==> src/gf2m_poly_divider_top_defines.svh <==
// assertion macros for the gf2m polynomial divider
// included by files that carry concurrent checks; no other dependencies
`ifndef GF2M_POLY_DIVIDER_TOP_DEFINES_SVH
`define GF2M_POLY_DIVIDER_TOP_DEFINES_SVH

// condition must never hold outside reset
`define GPD_ASSERT_NEVER(lbl, clk, rst_n, cond, msg) \
    lbl: assert property (@(posedge clk) disable iff (!(rst_n)) !(cond)) else $error(msg);

// antecedent implies consequent in the following cycle
`define GPD_ASSERT_NEXT(lbl, clk, rst_n, ante, cons, msg) \
    lbl: assert property (@(posedge clk) disable iff (!(rst_n)) (ante) |=> (cons)) \
        else $error(msg);

`endif

==> src/gpd_pkg.sv <==
// shared types, codes and gf(2^m) multiply for the polynomial divider
// no dependencies
package gpd_pkg;

    localparam int SYM_BITS       = 8;
    localparam int FP_W           = SYM_BITS + 1;
    localparam int POS_W          = 12;
    localparam int LEN_W          = POS_W + 1;
    localparam int MAX_DEG_DEF    = 32;
    localparam int APB_ADDR_W     = 3;
    localparam int APB_DATA_W     = 32;

    localparam logic [FP_W-1:0]  FIELD_POLY_RST = FP_W'(285);
    localparam logic [POS_W-1:0] DIV_LEN_RST    = POS_W'(255);

    // register index (paddr bit 2)
    localparam logic REG_FIELD_POLY = 1'b0;
    localparam logic REG_DIV_LEN    = 1'b1;

    // request opcodes
    localparam logic OP_LOAD = 1'b0;
    localparam logic OP_DATA = 1'b1;

    // result kinds
    localparam logic [1:0] KIND_QUOT = 2'd0;
    localparam logic [1:0] KIND_REM  = 2'd1;
    localparam logic [1:0] KIND_DIV0 = 2'd2;

    typedef struct packed {
        logic                op;
        logic [SYM_BITS-1:0] coef;
        logic                last;
    } t_req;

    typedef struct packed {
        logic [1:0]          kind;
        logic [SYM_BITS-1:0] value;
        logic                final_res;
    } t_res;

    // control broadcast from the top to every cell of the chain
    typedef struct packed {
        logic                clear;
        logic                step;
        logic                quot;
        logic [SYM_BITS-1:0] qc;
        logic [FP_W-1:0]     poly;
        logic                wr_en;
        logic [SYM_BITS-1:0] wr_data;
    } t_cell_ctrl;

    // msb-first shift and add, reduced by the low bits of poly
    function automatic logic [SYM_BITS-1:0] gf_mul(
        input logic [SYM_BITS-1:0] a,
        input logic [SYM_BITS-1:0] b,
        input logic [FP_W-1:0]     poly
    );
        logic [SYM_BITS:0] acc;
        acc = '0;
        for (int i = SYM_BITS - 1; i >= 0; i--) begin
            acc = {acc[SYM_BITS-1:0], 1'b0};
            if (acc[SYM_BITS]) begin
                acc = {1'b0, acc[SYM_BITS-1:0] ^ poly[SYM_BITS-1:0]};
            end
            if (b[i]) begin
                acc = acc ^ {1'b0, a};
            end
        end
        return acc[SYM_BITS-1:0];
    endfunction

endpackage

==> src/gpd_cell.sv <==
// one cell of the division chain: a divisor coefficient and one window term
// depends on gpd_pkg
module gpd_cell
    import gpd_pkg::*;
#(
    parameter int IDX   = 1,
    parameter int DEG_W = 6
) (
    input  logic                i_clk,
    input  logic                i_rst_n,
    input  t_cell_ctrl          i_ctrl,
    input  logic [DEG_W-1:0]    i_deg,
    input  logic [DEG_W-1:0]    i_wr_idx,
    input  logic [SYM_BITS-1:0] i_next_w,
    output logic [SYM_BITS-1:0] o_w
);
    logic [SYM_BITS-1:0] r_s;
    logic [SYM_BITS-1:0] r_w;
    logic [SYM_BITS-1:0] n_w;
    logic [SYM_BITS-1:0] prod;
    logic                act;
    logic                has_next;

    always_comb begin
        act      = DEG_W'(IDX) <= i_deg;
        has_next = DEG_W'(IDX) < i_deg;
        prod     = gf_mul(r_s, i_ctrl.qc, i_ctrl.poly);
        n_w      = r_w;
        if (i_ctrl.clear) begin
            n_w = '0;
        end else if (i_ctrl.step && act) begin
            // shift in the neighbor's term, subtract divisor times quotient
            n_w = (has_next ? i_next_w : '0) ^ (i_ctrl.quot ? prod : '0);
        end
    end

    always_ff @(posedge i_clk) begin
        if (!i_rst_n) begin
            r_w <= '0;
        end else begin
            r_w <= n_w;
        end
    end

    always_ff @(posedge i_clk) begin
        if (i_ctrl.wr_en && (i_wr_idx == DEG_W'(IDX))) begin
            r_s <= i_ctrl.wr_data;
        end
    end

    assign o_w = r_w;
endmodule

==> config.mk <==
export PLATFORM = sky130hd
export DESIGN_NAME = gpd_cell
export DESIGN_NICKNAME = d
export VERILOG_FILES = /design/src/gf2m_poly_divider_top_defines.svh /design/src/gpd_pkg.sv /design/src/gpd_cell.sv
export SDC_FILE = /design/constraint.sdc
export NUM_CORES = 1
export LEC_CHECK = 0
export BUFFER_PORTS_ARGS = -buffer_cell sky130_fd_sc_hd__buf_2
export CAP_MARGIN = 10
export CORE_MARGIN = 2
export CORE_UTILIZATION = 27
export CTS_CLUSTER_SIZE = 8
export DETAILED_ROUTE_END_ITERATION = 7
export PLACE_DENSITY = 0.52
export RECOVER_POWER = 100
export SKIP_LAST_GASP = 1
export SLEW_MARGIN = 0
export SYNTH_ARGS = -nofsm -noshare
export SYNTH_HDL_FRONTEND = slang
export SYNTH_SLANG_ARGS = --single-unit
==> constraint.sdc <==
create_clock -name i_clk -period 6.75 [get_ports i_clk]
set_clock_uncertainty 0.1 [all_clocks]
set_input_delay 0 -clock i_clk [delete_from_list [all_inputs] [get_ports i_clk]]
set_output_delay 0 -clock i_clk [all_outputs]
set_load 0.1 [all_outputs]
==> results.ini <==
[logic_synthesis]
avgSynthCellArea_um2=7.265
seq_area_frac_synth_pct=13.15
synth_edf_count=8
synth-main-ff-cell=edfxtp_1
mappedNetlistNets=470
synth_area_leaders=xnor2_1, nand2_1, edfxtp_1
netlist.area_leader.share_pct=18.70
synth-warning-count=0
syn_inst=419
async_flop_share_pct=0
yosysTopAreaCell=xnor2_1
syn_area_um2=3044
ys_ff_latch=16
yosysUniqueCellTypes=78

[global_routing]
grt_max_degree=33
antenna_found_initial=0
groute.usage.overall_pct=13.50
grt_pass1_wl_um=13290
globalRouteOverflowTotal=0
grt_pass1_vias=2763

[detailed_routing]
drc=0
wl_met1_um=3740
detail_route.wl_per_cell_um=13.51
top_layer=met4
drtAntennaViolNets=0
drt-vias-per-instance=5.057
vias=3019
met3_length_um=424
firstDrtPassIters=4
drtIter0Drc=233
routed_wl_um=8067
wl_met2_um=3865

[clocking]
clk-insertion-delay-late_ns=0.25
cts_tree=yes
cts_buffer_depth=2
post_cts_buffers=0
cts_root_buffer=clkbuf_16
path_clk_slew_ns=0.05
numCtsBuffers=3
clkSinkCount=16
htree_levels=1

[final_layout]
regArea_um2=400.4
multi_input_area_um2=2404
syn2layout_area_growth_pct=15.00
fin_util_pct=32.01
antenna-diode-count=0
nets=509
fillers=1190
layout-drive-gt1-share_pct=17.29

[sta]
max_freq_mhz=175.4
final_max_slew_viol_count=0
period_minus_slack_ns=5.700
rsz0062_at_grt=no
tightest_slew_ns=1.173
setup_tns_ns=0
setup_viol=0
hold_viol=0
fin_hold_ws_ns=0.01801
finalCritPeriodShare_pct=84.44
max_slew_margin_pct=22.13

[pwr]
cellPowerDensity_nw_per_um2=185.8
irDropWorstVdd_mv=0.07133
leakage_nw=1.303
power.total_w=0.0006506

[setup_path]
crit_start=r_s[6]
path_max_fanout=14
critPathKind=flop to flop
r2r-end=o_w[1]
cp_data_required_time_ns=6.84
critPathCaptureType=flop
crit_end=o_w[1]
reg2reg_slack_ns=1.05
worst_r2r_path_depth=14
r2r-start=r_s[6]
crit_path_start_kind=flop
crit_arrival_ns=5.79

[die]
start_util_pct=27.84
die_h_um=110.2
die-area_um2=12140
coreArea_um2=10940
die_x_um=110.2
io_pins=59
num_rows=38

[min_path]
worstHoldPathType=input port to flop
hold_start=i_next_w[5]

[outcome]
outcome=finished, final reports clean

[placed_design]
place_congestion=0.8019
port_buffers=57
dp_hpwl_um=6155

[flow_run]
cap_violations=0

layout by cell type, fill, tap and decap left out, types with 4 or more instances in the layout:
cell / n
a32oi_1: 5
dlygate4sd3_1: 13
or3_1: 4
dfxtp_1: 8
o21ai_0: 27
xnor2_1: 65
o21ai_1: 4
nand3_1: 6
edfxtp_1: 8
inv_1: 7
o31a_1: 4
clkbuf_1: 10
buf_2: 49
and3_1: 4
a311oi_1: 6
a211oi_1: 7
o211ai_1: 7
nand2_1: 92
mux2i_1: 4
nor4_1: 4
a21oi_1: 17
xor2_1: 15
nor2_1: 15
cell type report:
class	count	share of cell area, %
Sequential cell	16	11.44
Timing Repair Buffer	72	11.90
Inverter	7	0.7505
Tap cell	140	5.004
Clock buffer	4	2.252
Multi-Input combinational cell	358	68.66
worst min-delay path by stage:
| stage | end | cells after the start |
|---|---|---|
| 3_5_place_dp | r_s[4] | 1 |
| 3_3_place_gp | r_s[4] | 1 |
| 4_1_cts | o_w[5] | 3 |
| 5_1_grt | o_w[5] | 3 |
| 6_report | o_w[5] | 3 |
| 2_1_floorplan | r_s[0] | 0 |
routing by layer:
| metal | vias to the layer above | GRT usage (%) |
|---|---|---|
| li1 | 1531 | - |
| met1 | 1400 | 18.41 |
| met2 | 84 | 23.40 |
| met3 | 4 | 1.529 |
| met4 | 0 | 1.875 |
| met5 | - | 0 |
sequential cells by signal, indices dropped and copies added, names as in the netlist:
signal and cells:
o_w 8, r_s 8
stage by stage:
step                      cells  cell area, µm²  setup slack (ns)
after global routing        597            3501            0.5728
after floorplan             419            3044             2.997
after CTS                   597            3532             1.492
after detailed placement    580            3323             1.906
after global placement      580            3323             1.947
final                       597            3501             1.050
where the power goes:
| group | leakage (nW) | internal [W] | switching [W] |
|---|---|---|---|
| combinational | 1.13 | 0.000174 | 0.000246 |
| sequential | 0.137 | 0.000109 | 0.00000443 |
| clock | 0.0382 | 0.0000801 | 0.0000374 |
repair_timing:
action | CTS | global route
endpoints found under the setup margin | 0 | 0
hold buffers | 13 | 0
hold endpoints to repair | 12 | 0
gates resized for setup | 0 | 0
cell families (layout without fill, tap and decap cells):
logic type / Yosys count / count (layout) / share of synthesized area, %
compound gates: 109 / 109 / 25.85
mux: 5 / 5 / 1.685
buf+inv: 45 / 83 / 7.316
simple gates: 158 / 158 / 24.95
flops: 16 / 16 / 13.15
xor+xnor: 86 / 86 / 27.05
worst max-delay path, cell delays in order, from the launching register on:
cell,delay (ns)
edfxtp_1,0.62
nand2_2,0.11
xor2_2,0.17
xnor3_2,0.49
xor2_1,0.77
nor3_2,0.11
o31ai_1,0.58
a21oi_1,0.44
or4_1,0.62
a31oi_2,0.33
o21ai_0,0.16
xnor2_1,0.23
a211oi_1,0.07
a311oi_1,0.26
dlygate4sd3_1,0.57
synth_stat cells, drive strengths merged (3+ instances only):
cell type	count
a211oi	8
a21boi	3
a21oi	18
a311oi	6
a32oi	5
and3	4
and3b	3
buf	16
clkbuf	22
dfxtp	8
edfxtp	8
inv	7
mux2i	4
nand2	95
nand2b	3
nand3	6
nor2	15
nor2b	3
nor3	4
nor4	4
o211ai	7
o21ai	34
o31a	4
or2	6
or3	4
xnor2	67
xor2	17
Power figures use the tool's default switching activity.
