File: config.mk
export PLATFORM = sky130hd
export DESIGN_NAME = gpd_inv
export DESIGN_NICKNAME = d
export VERILOG_FILES = /design/src/gf2m_poly_divider_top_defines.svh /design/src/gpd_pkg.sv /design/src/gpd_inv.sv
export SDC_FILE = /design/constraint.sdc
export NUM_CORES = 1
export LEC_CHECK = 0
export BUFFER_PORTS_ARGS = -buffer_cell sky130_fd_sc_hd__buf_2
export CAP_MARGIN = 25
export CORE_MARGIN = 2
export CORE_UTILIZATION = 55
export DETAILED_ROUTE_END_ITERATION = 16
export HOLD_SLACK_MARGIN = 0.12
export PLACE_DENSITY = 0.7
export SYNTH_ARGS = -nofsm -noshare
export SYNTH_HDL_FRONTEND = slang
export SYNTH_SLANG_ARGS = --single-unit
File: constraint.sdc
create_clock -name i_clk -period 6.66 [get_ports i_clk]
set_clock_uncertainty 0.1 [all_clocks]
set_input_delay 0.666 -clock i_clk [delete_from_list [all_inputs] [get_ports i_clk]]
set_output_delay 0.666 -clock i_clk [all_outputs]
set_load 0.02 [all_outputs]
File: src/gf2m_poly_divider_top_defines.svh
// assertion macros for the gf2m polynomial divider
// included by files that carry concurrent checks; no other dependencies
`ifndef GF2M_POLY_DIVIDER_TOP_DEFINES_SVH
`define GF2M_POLY_DIVIDER_TOP_DEFINES_SVH

// condition must never hold outside reset
`define GPD_ASSERT_NEVER(lbl, clk, rst_n, cond, msg) \
    lbl: assert property (@(posedge clk) disable iff (!(rst_n)) !(cond)) else $error(msg);

// antecedent implies consequent in the following cycle
`define GPD_ASSERT_NEXT(lbl, clk, rst_n, ante, cons, msg) \
    lbl: assert property (@(posedge clk) disable iff (!(rst_n)) (ante) |=> (cons)) \
        else $error(msg);

`endif

File: src/gpd_pkg.sv
// shared types, codes and gf(2^m) multiply for the polynomial divider
// no dependencies
package gpd_pkg;

    localparam int SYM_BITS       = 8;
    localparam int FP_W           = SYM_BITS + 1;
    localparam int POS_W          = 12;
    localparam int LEN_W          = POS_W + 1;
    localparam int MAX_DEG_DEF    = 32;
    localparam int APB_ADDR_W     = 3;
    localparam int APB_DATA_W     = 32;

    localparam logic [FP_W-1:0]  FIELD_POLY_RST = FP_W'(285);
    localparam logic [POS_W-1:0] DIV_LEN_RST    = POS_W'(255);

    // register index (paddr bit 2)
    localparam logic REG_FIELD_POLY = 1'b0;
    localparam logic REG_DIV_LEN    = 1'b1;

    // request opcodes
    localparam logic OP_LOAD = 1'b0;
    localparam logic OP_DATA = 1'b1;

    // result kinds
    localparam logic [1:0] KIND_QUOT = 2'd0;
    localparam logic [1:0] KIND_REM  = 2'd1;
    localparam logic [1:0] KIND_DIV0 = 2'd2;

    typedef struct packed {
        logic                op;
        logic [SYM_BITS-1:0] coef;
        logic                last;
    } t_req;

    typedef struct packed {
        logic [1:0]          kind;
        logic [SYM_BITS-1:0] value;
        logic                final_res;
    } t_res;

    // control broadcast from the top to every cell of the chain
    typedef struct packed {
        logic                clear;
        logic                step;
        logic                quot;
        logic [SYM_BITS-1:0] qc;
        logic [FP_W-1:0]     poly;
        logic                wr_en;
        logic [SYM_BITS-1:0] wr_data;
    } t_cell_ctrl;

    // msb-first shift and add, reduced by the low bits of poly
    function automatic logic [SYM_BITS-1:0] gf_mul(
        input logic [SYM_BITS-1:0] a,
        input logic [SYM_BITS-1:0] b,
        input logic [FP_W-1:0]     poly
    );
        logic [SYM_BITS:0] acc;
        acc = '0;
        for (int i = SYM_BITS - 1; i >= 0; i--) begin
            acc = {acc[SYM_BITS-1:0], 1'b0};
            if (acc[SYM_BITS]) begin
                acc = {1'b0, acc[SYM_BITS-1:0] ^ poly[SYM_BITS-1:0]};
            end
            if (b[i]) begin
                acc = acc ^ {1'b0, a};
            end
        end
        return acc[SYM_BITS-1:0];
    endfunction

endpackage

File: src/gpd_inv.sv
// multi-cycle inverse unit: a^(2^m - 2) by alternating square and multiply
// depends on gpd_pkg
module gpd_inv
    import gpd_pkg::*;
(
    input  logic                i_clk,
    input  logic                i_rst_n,
    input  logic                i_start,
    input  logic [SYM_BITS-1:0] i_operand,
    input  logic [FP_W-1:0]     i_field_poly,
    output logic                o_busy,
    output logic [SYM_BITS-1:0] o_inverse
);
    localparam int STEPS = 2 * (SYM_BITS - 1);
    localparam int CNT_W = (STEPS > 1) ? $clog2(STEPS) : 1;

    logic                r_busy;
    logic [CNT_W-1:0]    r_cnt;
    logic [FP_W-1:0]     r_poly;
    logic [SYM_BITS-1:0] r_sq;
    logic [SYM_BITS-1:0] r_acc;
    logic [SYM_BITS-1:0] prod;

    // even steps square, odd steps fold the square into the result
    assign prod = gf_mul(r_cnt[0] ? r_acc : r_sq, r_sq, r_poly);

    always_ff @(posedge i_clk) begin
        if (!i_rst_n) begin
            r_busy <= 1'b0;
            r_cnt  <= '0;
        end else if (i_start) begin
            r_busy <= 1'b1;
            r_cnt  <= '0;
        end else if (r_busy) begin
            r_cnt <= r_cnt + CNT_W'(1);
            if (r_cnt == CNT_W'(STEPS - 1)) begin
                r_busy <= 1'b0;
            end
        end
    end

    always_ff @(posedge i_clk) begin
        if (i_start) begin
            r_poly <= i_field_poly;
            r_sq   <= i_operand;
            r_acc  <= SYM_BITS'(1);
        end else if (r_busy) begin
            if (r_cnt[0]) begin
                r_acc <= prod;
            end else begin
                r_sq <= prod;
            end
        end
    end

    assign o_busy    = r_busy;
    assign o_inverse = r_acc;
endmodule

==> results.json <==
{
  "outcome": "finished, final reports clean",
  "viasPerCell": 6.49,
  "die_y_microns": 92.9,
  "timing.final.max_slew_violations": 0,
  "whs_ns": 0.441,
  "post_route_cells_drive_above_1_share_pct": 11.9,
  "post_cts.repair.setup_buffers": 0,
  "finish.net_count": 586,
  "wl_microns": 12000,
  "final-hold-violation-count": 0,
  "maxSlewHeadroom_pct": 31.5,
  "setup.worst_path.end_class": "flip-flop",
  "wire_per_inst_microns": 18.0,
  "area_growth_pct": 3.34,
  "cap_viol_max_count": 0,
  "port_buffers": 27,
  "placement_rows": 32,
  "cp_data_required_time_ns": 6.58,
  "hpwl_microns": 8540,
  "synth_area_sq_um": 4350,
  "detail_route.first_pass.iterations": 6,
  "worst_skew_pair.late_latency_ns": 0.29,
  "yosysWarningCount": 0,
  "tns_ns": 0,
  "synthCells": 580,
  "worstSetupPathType": "flip-flop to flip-flop",
  "hold_path_class": "flip-flop to flip-flop",
  "number_of_setup_violations_in_the_final_report": 0,
  "max-clock-path-buffers": 2,
  "cts_tree": "built",
  "synth_enable_flop_cells": 16,
  "synth.yosys.seq_area_share_pct": 17.0,
  "layout_commonest_cell": "sky130_fd_sc_hd__nand2_1",
  "tritoncts_num_sinks": 29,
  "first_global_vias": 3853,
  "fmax_ghz": 0.195,
  "critical_path_arrival_ns": 5.04,
  "clock-root-buffer": "sky130_fd_sc_hd__clkbuf_8",
  "cts.htree.levels": 2,
  "grt.overflow.total": 0,
  "grt_setup_unrepaired": "false",
  "gp_routability_congestion": 0.906,
  "antenna-diode-count": 0,
  "start_kind": "flip-flop",
  "synth_flop_cell": "sky130_fd_sc_hd__edfxtp_1",
  "crit_fanout": 32,
  "route.detailed.drc": 0,
  "yosys.cell_types.count": 77,
  "grt.total_usage_pct": 28.5,
  "num-fill-cells": 742,
  "holdBufCountCts": 0,
  "postRouteAntennaNets": 0,
  "fin_cells": 667,
  "cts-buffers-inserted": 5,
  "initial_cell_density_of_the_core_pct": 56.5,
  "layout_min_cycle_time_ns": 5.12,
  "grt_first_pass_wirelength_microns": 19900,
  "layout.core_utilization_pct": 58.4,
  "core_region_area_sq_um": 7690,
  "ioPinCount": 29,
  "mostFrequentLayoutCells": "sky130_fd_sc_hd__nand2_1, sky130_fd_sc_hd__xnor2_1, sky130_fd_sc_hd__nor2_1, sky130_fd_sc_hd__xor2_1, sky130_fd_sc_hd__buf_2",
  "route.vias.total": 4329,
  "antenna_violations_before_repair": 0,
  "worst_slew_pin_slew_ns": 1.03,
  "ff2ff_setup_slack_ns": 1.54,
  "min_period_over_period_pct": 76.9,
  "syn-num-nets": 602,
  "syn_avg_cell_area_sq_um": 7.49,
  "cts.clk_slew.worst_paths_ns": 0.07,
  "ctsResizeCount": 0,
  "dp.cells": 659,
  "drt_iter0_markers": 535,
  "grt_max_degree": 44,
  "die_area_sq_um": 8630,
  "async_reset_ff_share_pct": 0,
  "yosys_register_bits": 29,
  "die_width_microns": 92.9
}
## area by class of cell
class | count | area (sq um) | share of cell area [%]
Multi-Input combinational cell | 482 | 3310 | 73.7
Clock buffer | 7 | 86.3 | 1.92
Tap cell | 102 | 128 | 2.84
Clock inverter | 1 | 7.51 | 0.167
Sequential cell | 29 | 741 | 16.5
Timing Repair Buffer | 30 | 158 | 3.51
Inverter | 16 | 60.1 | 1.34
## through the flow
stage	worst slack, ns	instance area, sq um
after floorplan	2.82	4350
after global placement	1.73	4400
after detailed placement	1.61	4400
after CTS	1.56	4490
after global routing	1.18	4490
final	1.54	4490
## worst max-delay path, stage by stage (launching register included)
cell and delay (ns):
sky130_fd_sc_hd__dfxtp_1 1.00, sky130_fd_sc_hd__and4_1 0.34, sky130_fd_sc_hd__nor3_2 0.07, sky130_fd_sc_hd__o221ai_4 0.25
sky130_fd_sc_hd__xor2_4 0.34, sky130_fd_sc_hd__xor2_1 0.81, sky130_fd_sc_hd__a211oi_2 0.25, sky130_fd_sc_hd__o22ai_1 0.52
sky130_fd_sc_hd__nand2_2 0.24, sky130_fd_sc_hd__a221oi_1 0.32, sky130_fd_sc_hd__nand4_1 0.16, sky130_fd_sc_hd__xor2_1 0.33
sky130_fd_sc_hd__a21oi_1 0.12
## cells in the mapped netlist (5+ instances only)
library cell,instances,area share [%]
sky130_fd_sc_hd__o211ai_1,12,2.1
sky130_fd_sc_hd__nand3_1,18,2.1
sky130_fd_sc_hd__and4_1,7,1.4
sky130_fd_sc_hd__nand4_1,7,1.0
sky130_fd_sc_hd__a311o_1,5,1.2
sky130_fd_sc_hd__nor2_1,41,3.5
sky130_fd_sc_hd__a211o_1,7,1.4
sky130_fd_sc_hd__inv_1,16,1.4
sky130_fd_sc_hd__a21o_1,8,1.4
sky130_fd_sc_hd__a311oi_1,7,1.4
sky130_fd_sc_hd__xor2_1,31,6.2
sky130_fd_sc_hd__nor3_1,11,1.3
sky130_fd_sc_hd__a211oi_1,17,2.9
sky130_fd_sc_hd__dfxtp_1,13,6.0
sky130_fd_sc_hd__xnor2_1,42,8.5
sky130_fd_sc_hd__o21ai_0,17,2.0
sky130_fd_sc_hd__and3_1,8,1.2
sky130_fd_sc_hd__buf_2,13,1.5
sky130_fd_sc_hd__clkbuf_1,32,2.8
sky130_fd_sc_hd__mux2_2,7,1.8
sky130_fd_sc_hd__edfxtp_1,16,11
sky130_fd_sc_hd__a31oi_1,5,0.72
sky130_fd_sc_hd__and2_1,7,1.0
sky130_fd_sc_hd__mux2i_1,12,2.8
sky130_fd_sc_hd__nand2_1,97,8.4
sky130_fd_sc_hd__a21oi_1,22,2.5
sky130_fd_sc_hd__o22ai_1,5,0.72
## kinds of logic (layout without fill, tap and decap cells)
kind of cell	count (synthesis)	after routing	synth area share, %
xor gates and xnor gates	79	79	18.0
AOI/OAI and AO/OA	160	160	28.6
DFF	29	29	17.0
muxes	19	19	4.58
buffers and inverters	69	54	6.76
adders and majority gates	2	2	0.576
and+or+nand+nor	222	222	24.5
## registers in the layout, indices dropped and copies added, names as in the netlist
register and count:
o_inverse 8, r_poly 8, r_sq 8, r_cnt 4
o_busy 1
## worst paths after layout
kind | to | start | cells after the start
setup / recovery | r_sq[2] | o_inverse[7] | 12
hold / removal | r_cnt[1] | r_cnt[1] | 2
setup reg to reg | r_sq[2] | o_inverse[7] | 12
hold reg to reg | r_cnt[1] | r_cnt[1] | 2
## routing by layer
metal	part of all wire, %	vias to the layer above	track usage [%]
met4	1.6	0	6.25
met2	47	164	45.2
met3	6.3	18	3.17
li1	-	2084	-
met1	45	2063	41.5
met5	0	-	0
Power is left out: the tool's default activity adds up to more than one toggle a clock period on the data nets, which glitch-free logic cannot reach.
